$ cat src/sv/ttp_pkg.sv
// ----------------------------------------------------------------------------
// ttp_pkg
// Shared types and constants of the task timing profiler: event codes,
// status flag positions, metric slots and controller/datapath bundles.
// ----------------------------------------------------------------------------
package ttp_pkg;

	// history ring depth default
	localparam int HIST_DEPTH_DEF = 64;

	// range threshold after reset
	localparam logic [23:0] THRESH_RESET = 24'hC0_0000;

	// event codes
	localparam logic [2:0] FN_START = 3'd0;
	localparam logic [2:0] FN_YREQ  = 3'd1;
	localparam logic [2:0] FN_PDONE = 3'd2;
	localparam logic [2:0] FN_RDONE = 3'd3;
	localparam logic [2:0] FN_QUERY = 3'd4;
	localparam logic [2:0] FN_CLEAR = 3'd5;

	// task types on start
	localparam logic [1:0] TT_AUDIO    = 2'd0;
	localparam logic [1:0] TT_GRAPHICS = 2'd1;

	// status flag bit positions
	localparam int FL_RUN   = 0;
	localparam int FL_PAUSE = 1;
	localparam int FL_YPEND = 2;
	localparam int FL_PDONE = 3;
	localparam int FL_RDONE = 4;
	localparam int FL_VALID = 5;

	// metric slots
	localparam int NUM_METRICS = 16;
	localparam logic [3:0] M_SEQ    = 4'd0;
	localparam logic [3:0] M_TOTAL  = 4'd1;
	localparam logic [3:0] M_PROC   = 4'd2;
	localparam logic [3:0] M_AUDIO  = 4'd3;
	localparam logic [3:0] M_YTICKS = 4'd4;
	localparam logic [3:0] M_YCOUNT = 4'd5;
	localparam logic [3:0] M_YLAT   = 4'd6;
	localparam logic [3:0] M_REND   = 4'd7;
	localparam logic [3:0] M_RCLK   = 4'd8;
	localparam logic [3:0] M_RCMD   = 4'd9;
	localparam logic [3:0] M_RPIPE  = 4'd10;
	localparam logic [3:0] M_RTMEM  = 4'd11;
	localparam logic [3:0] M_RANGE  = 4'd12;
	localparam logic [3:0] M_HCOUNT = 4'd13;
	localparam logic [3:0] M_AVG    = 4'd14;
	localparam logic [3:0] M_MAX    = 4'd15;

	// controller to datapath commands
	typedef struct packed {
		logic exec;
		logic pub_read;
		logic pub_write;
		logic div_run;
		logic max_run;
		logic finish;
		logic q_load;
	} ctrl_cmd_t;

	// datapath to controller status
	typedef struct packed {
		logic pub_need;
		logic query;
		logic div_done;
		logic max_done;
		logic out_free;
		logic q_last;
	} dp_stat_t;

endpackage

$ cat src/sv/ttp_ctrl.sv
// ----------------------------------------------------------------------------
// ttp_ctrl
// Sequencer of the profiler: takes events, steps the publish sequence
// (ring read, ring write, division, maximum sweep, copy) and the query burst.
// ----------------------------------------------------------------------------
module ttp_ctrl (
	input  logic               clk,
	input  logic               arst_n,
	input  logic               in_valid,
	input  ttp_pkg::dp_stat_t  stat,
	output ttp_pkg::ctrl_cmd_t cmd,
	output logic               in_stall
);

	localparam logic [2:0] ST_IDLE = 3'd0;
	localparam logic [2:0] ST_PRD  = 3'd1;
	localparam logic [2:0] ST_PWR  = 3'd2;
	localparam logic [2:0] ST_DIV  = 3'd3;
	localparam logic [2:0] ST_MAX  = 3'd4;
	localparam logic [2:0] ST_FIN  = 3'd5;
	localparam logic [2:0] ST_QRY  = 3'd6;

	logic [2:0] state_q;
	logic [2:0] state_n;

	// next state and commands
	always_comb begin
		state_n = state_q;
		cmd     = '0;
		unique case (state_q)
			ST_IDLE: begin
				cmd.exec = in_valid;
				if (in_valid && stat.pub_need) begin
					state_n = ST_PRD;
				end else if (in_valid && stat.query) begin
					state_n = ST_QRY;
				end
			end
			ST_PRD: begin
				cmd.pub_read = 1'b1;
				state_n      = ST_PWR;
			end
			ST_PWR: begin
				cmd.pub_write = 1'b1;
				state_n       = ST_DIV;
			end
			ST_DIV: begin
				cmd.div_run = 1'b1;
				if (stat.div_done) begin
					state_n = ST_MAX;
				end
			end
			ST_MAX: begin
				cmd.max_run = 1'b1;
				if (stat.max_done) begin
					state_n = ST_FIN;
				end
			end
			ST_FIN: begin
				cmd.finish = 1'b1;
				state_n    = ST_IDLE;
			end
			ST_QRY: begin
				cmd.q_load = stat.out_free;
				if (stat.out_free && stat.q_last) begin
					state_n = ST_IDLE;
				end
			end
			default: begin
				state_n = ST_IDLE;
			end
		endcase
	end

	// hold input while a sequence runs
	assign in_stall = (state_q != ST_IDLE);

	always_ff @(posedge clk or negedge arst_n) begin
		if (!arst_n) begin
			state_q <= ST_IDLE;
		end else begin
			state_q <= state_n;
		end
	end

endmodule

$ cat config.mk
export PLATFORM = sky130hd
export DESIGN_NAME = ttp_ctrl
export DESIGN_NICKNAME = d
export VERILOG_FILES = /design/src/sv/ttp_pkg.sv /design/src/sv/ttp_ctrl.sv
export SDC_FILE = /design/constraint.sdc
export NUM_CORES = 1
export LEC_CHECK = 0
export BUFFER_PORTS_ARGS = -buffer_cell sky130_fd_sc_hd__buf_2
export CORE_AREA = 3 3 40 42
export DETAILED_ROUTE_END_ITERATION = 8
export DIE_AREA = 0 0 43 45
export PLACE_DENSITY = 0.56
export REMOVE_ABC_BUFFERS = 1
export SLEW_MARGIN = 10
export SYNTH_ARGS = -nofsm -noshare
export SYNTH_HDL_FRONTEND = slang
export SYNTH_SLANG_ARGS = --single-unit
$ cat constraint.sdc
create_clock -name clk -period 2.6 [get_ports clk]
set_input_delay 0.26 -clock clk [delete_from_list [all_inputs] [get_ports clk]]
set_output_delay 0.26 -clock clk [all_outputs]
set_load 0.05 [all_outputs]
==> metrics <==
Post-CTS Setup Inserts 0; # diodes 0; Top Registers state_q x3; nets 63; Yosys top cell area share 24.3%; most common cell after layout, fill and taps aside buf_2; largest net degree at the start of global routing 14; leading area contributor after synthesis dfrtp_1; peak supply drop slightly above 500 uV; Fin. Hold Viols 0; post-DR vias/cell 4.32; CTS-repair resized insts 0; worst-path maximum fanout 12; PD cells between 1500 and 2000 nW/um^2; CP startpoint kind flop; status finished clean; Critical Path Sink Type output pin; Yosys reg bits 3; Final Critical Period 1.76 ns; Initial DRT Pass Iterations 4; number of port buffers 16; largest register by flop count state_q; Core Box Area roughly 1300 um^2; CTS Buffer Depth 2; H-tree levels 1; WL/cell a little under 10 um; post-synth cell types 24; post-route clock period utilization between 60 and 70%; total grt overflow 0; initial DRC count 6; die outline width roughly 43 um; tightest hold margin approximately 0.35 ns; sequential fraction of the synthesis area ~24%; total of max-cap violations 0; max reg flops 3; max-slew violation count 0; RD Place Congestion ~0.76; layout cell share with drive strength beyond 1 49.1%; Clock Skew 0.000353 ns; area grow syn2layout 35.2%; max_slew headroom about three quarters; # DRC 0; hold buffer count at CTS 1; Total Die Area 1940 um^2; antenna-violating nets left 0; CTS tree built; Fmax between 500 and 600 MHz; synth top area cells dfrtp_1 24%, a211oi_1 4.9%, buf_4 4.9%; CTS Sinks 3; mapped cell area between 300 and 400 um^2; syn avg cell area a little under 9 um^2; Die Ht approximately 45 um; total vias in the final route around 300; Worst Path Required 2.34 ns; setup TNS after final layout 0 ns; initial antenna violation count 0; leakage power total about 0.21 nW; Reg clk slew, reported paths 0.04 ns; Syn Inst Count 35; CP Data Arrival Time 1.50 ns; final wirelength 661 um; Final setup violation count 0; global-route wire length before repair between 1 and 1.5 mm; worst min path class input port to asynchronous set/reset pin; # fillers roughly 140; GRT Util Overall 7.43%; Total Power Consumption 0.639 mW; RSZ-0062 raised after global routing false; worst slew pin tran slightly above 0.4 ns; total CTS buffers 3; fin worst setup slack between 0.8 and 0.9 ns; I/O pins 17; crit path kind flop to output pin; fin util approximately a third; CTS root buffer clkbuf_4; row count 13; Placement Setup Slack between 0.9 and 1 ns; Clock Latency Late Sink 0.23 ns; Initial Util 24.1%; YS warnings 0; most frequent cells in the layout 16 x buf_2, 3 x nor2_1, 3 x nand2_1, 3 x clkbuf_4, 3 x dfrtp_1; vias in the first global route around 270
per-stage QoR:
step                std cells  area, um^2
floorplan                  32         283
global placement           63         382
detailed placement         63         382
CTS                        68         418
global route               68         418
finish                     68         418
report_power, final:
part | internal [mW] | total [mW] | leakage [nW] | switching [mW]
logic | 0.161 | 0.414 | 0.157 | 0.253
clock network | 0.0574 | 0.0801 | 0.0150 | 0.0227
registers | 0.0716 | 0.145 | 0.0365 | 0.0733
final cells by class:
| class | instances | area [um^2] | share of cell area [%] |
|---|---|---|---|
| tap | 15 | 18.8 | 4.49 |
| clock buffer | 4 | 26.3 | 6.29 |
| timing repair buffer | 17 | 90.1 | 21.6 |
| inverter | 2 | 7.51 | 1.80 |
| sequential | 3 | 75.1 | 18.0 |
| multi-input combinational | 27 | 200 | 47.9 |
per-layer routing:
metal  part of all wire, %  track usage [%]  vias to the layer above
met5                     0                0                        -
li1                      -                -                      162
met3                   7.9             1.59                        0
met2                    41             11.4                       11
met1                    51             8.50                      121
met4                     0             7.23                        0
worst max-delay path: stages (launching register included):
cell and delay [ns]:
dfrtp_1 0.51, nor3_1 0.34, and2_1 0.17, buf_2 0.25
cell usage after synthesis:
cell type and number:
mux2_4 1, nand3_1 1, and4b_2 1, dfrtp_1 3, inv_1 2, buf_6 1, nor2_1 3, a22o_2 1
and2_1 1, a21oi_1 2, a211oi_1 2, or2b_1 1, nor2b_4 1, nor2b_1 1, nor3b_2 1, buf_4 2
nor3b_1 1, o21ai_0 2, and3_2 1, nand2_1 3, o2bb2ai_2 1, a221o_1 1, nor3_1 1, mux2i_1 1
cell families (layout without fill, tap and decap cells):
kind of cell | after synthesis | after routing | synth area share (%)
simple gates | 16 | 16 | 34.0
compound gates | 9 | 9 | 22.7
buf+inv | 5 | 23 | 10.9
flops | 3 | 3 | 24.3
mux | 2 | 2 | 8.10
worst paths after layout:
check	startpoint	end	slack [ns]	depth (start not counted)
worst max register to register	state_q[0]	state_q[0]	0.93	4
worst max-delay path	state_q[0]	cmd[6]	0.84	3
worst min-delay path	arst_n	state_q[1]	0.35	2
worst min register to register	state_q[2]	state_q[2]	0.72	2
max in group asynchronous	arst_n	state_q[0]	2.14	2
min in group clk	stat[5]	state_q[2]	0.44	4
(Power assumes the default switching activity.)
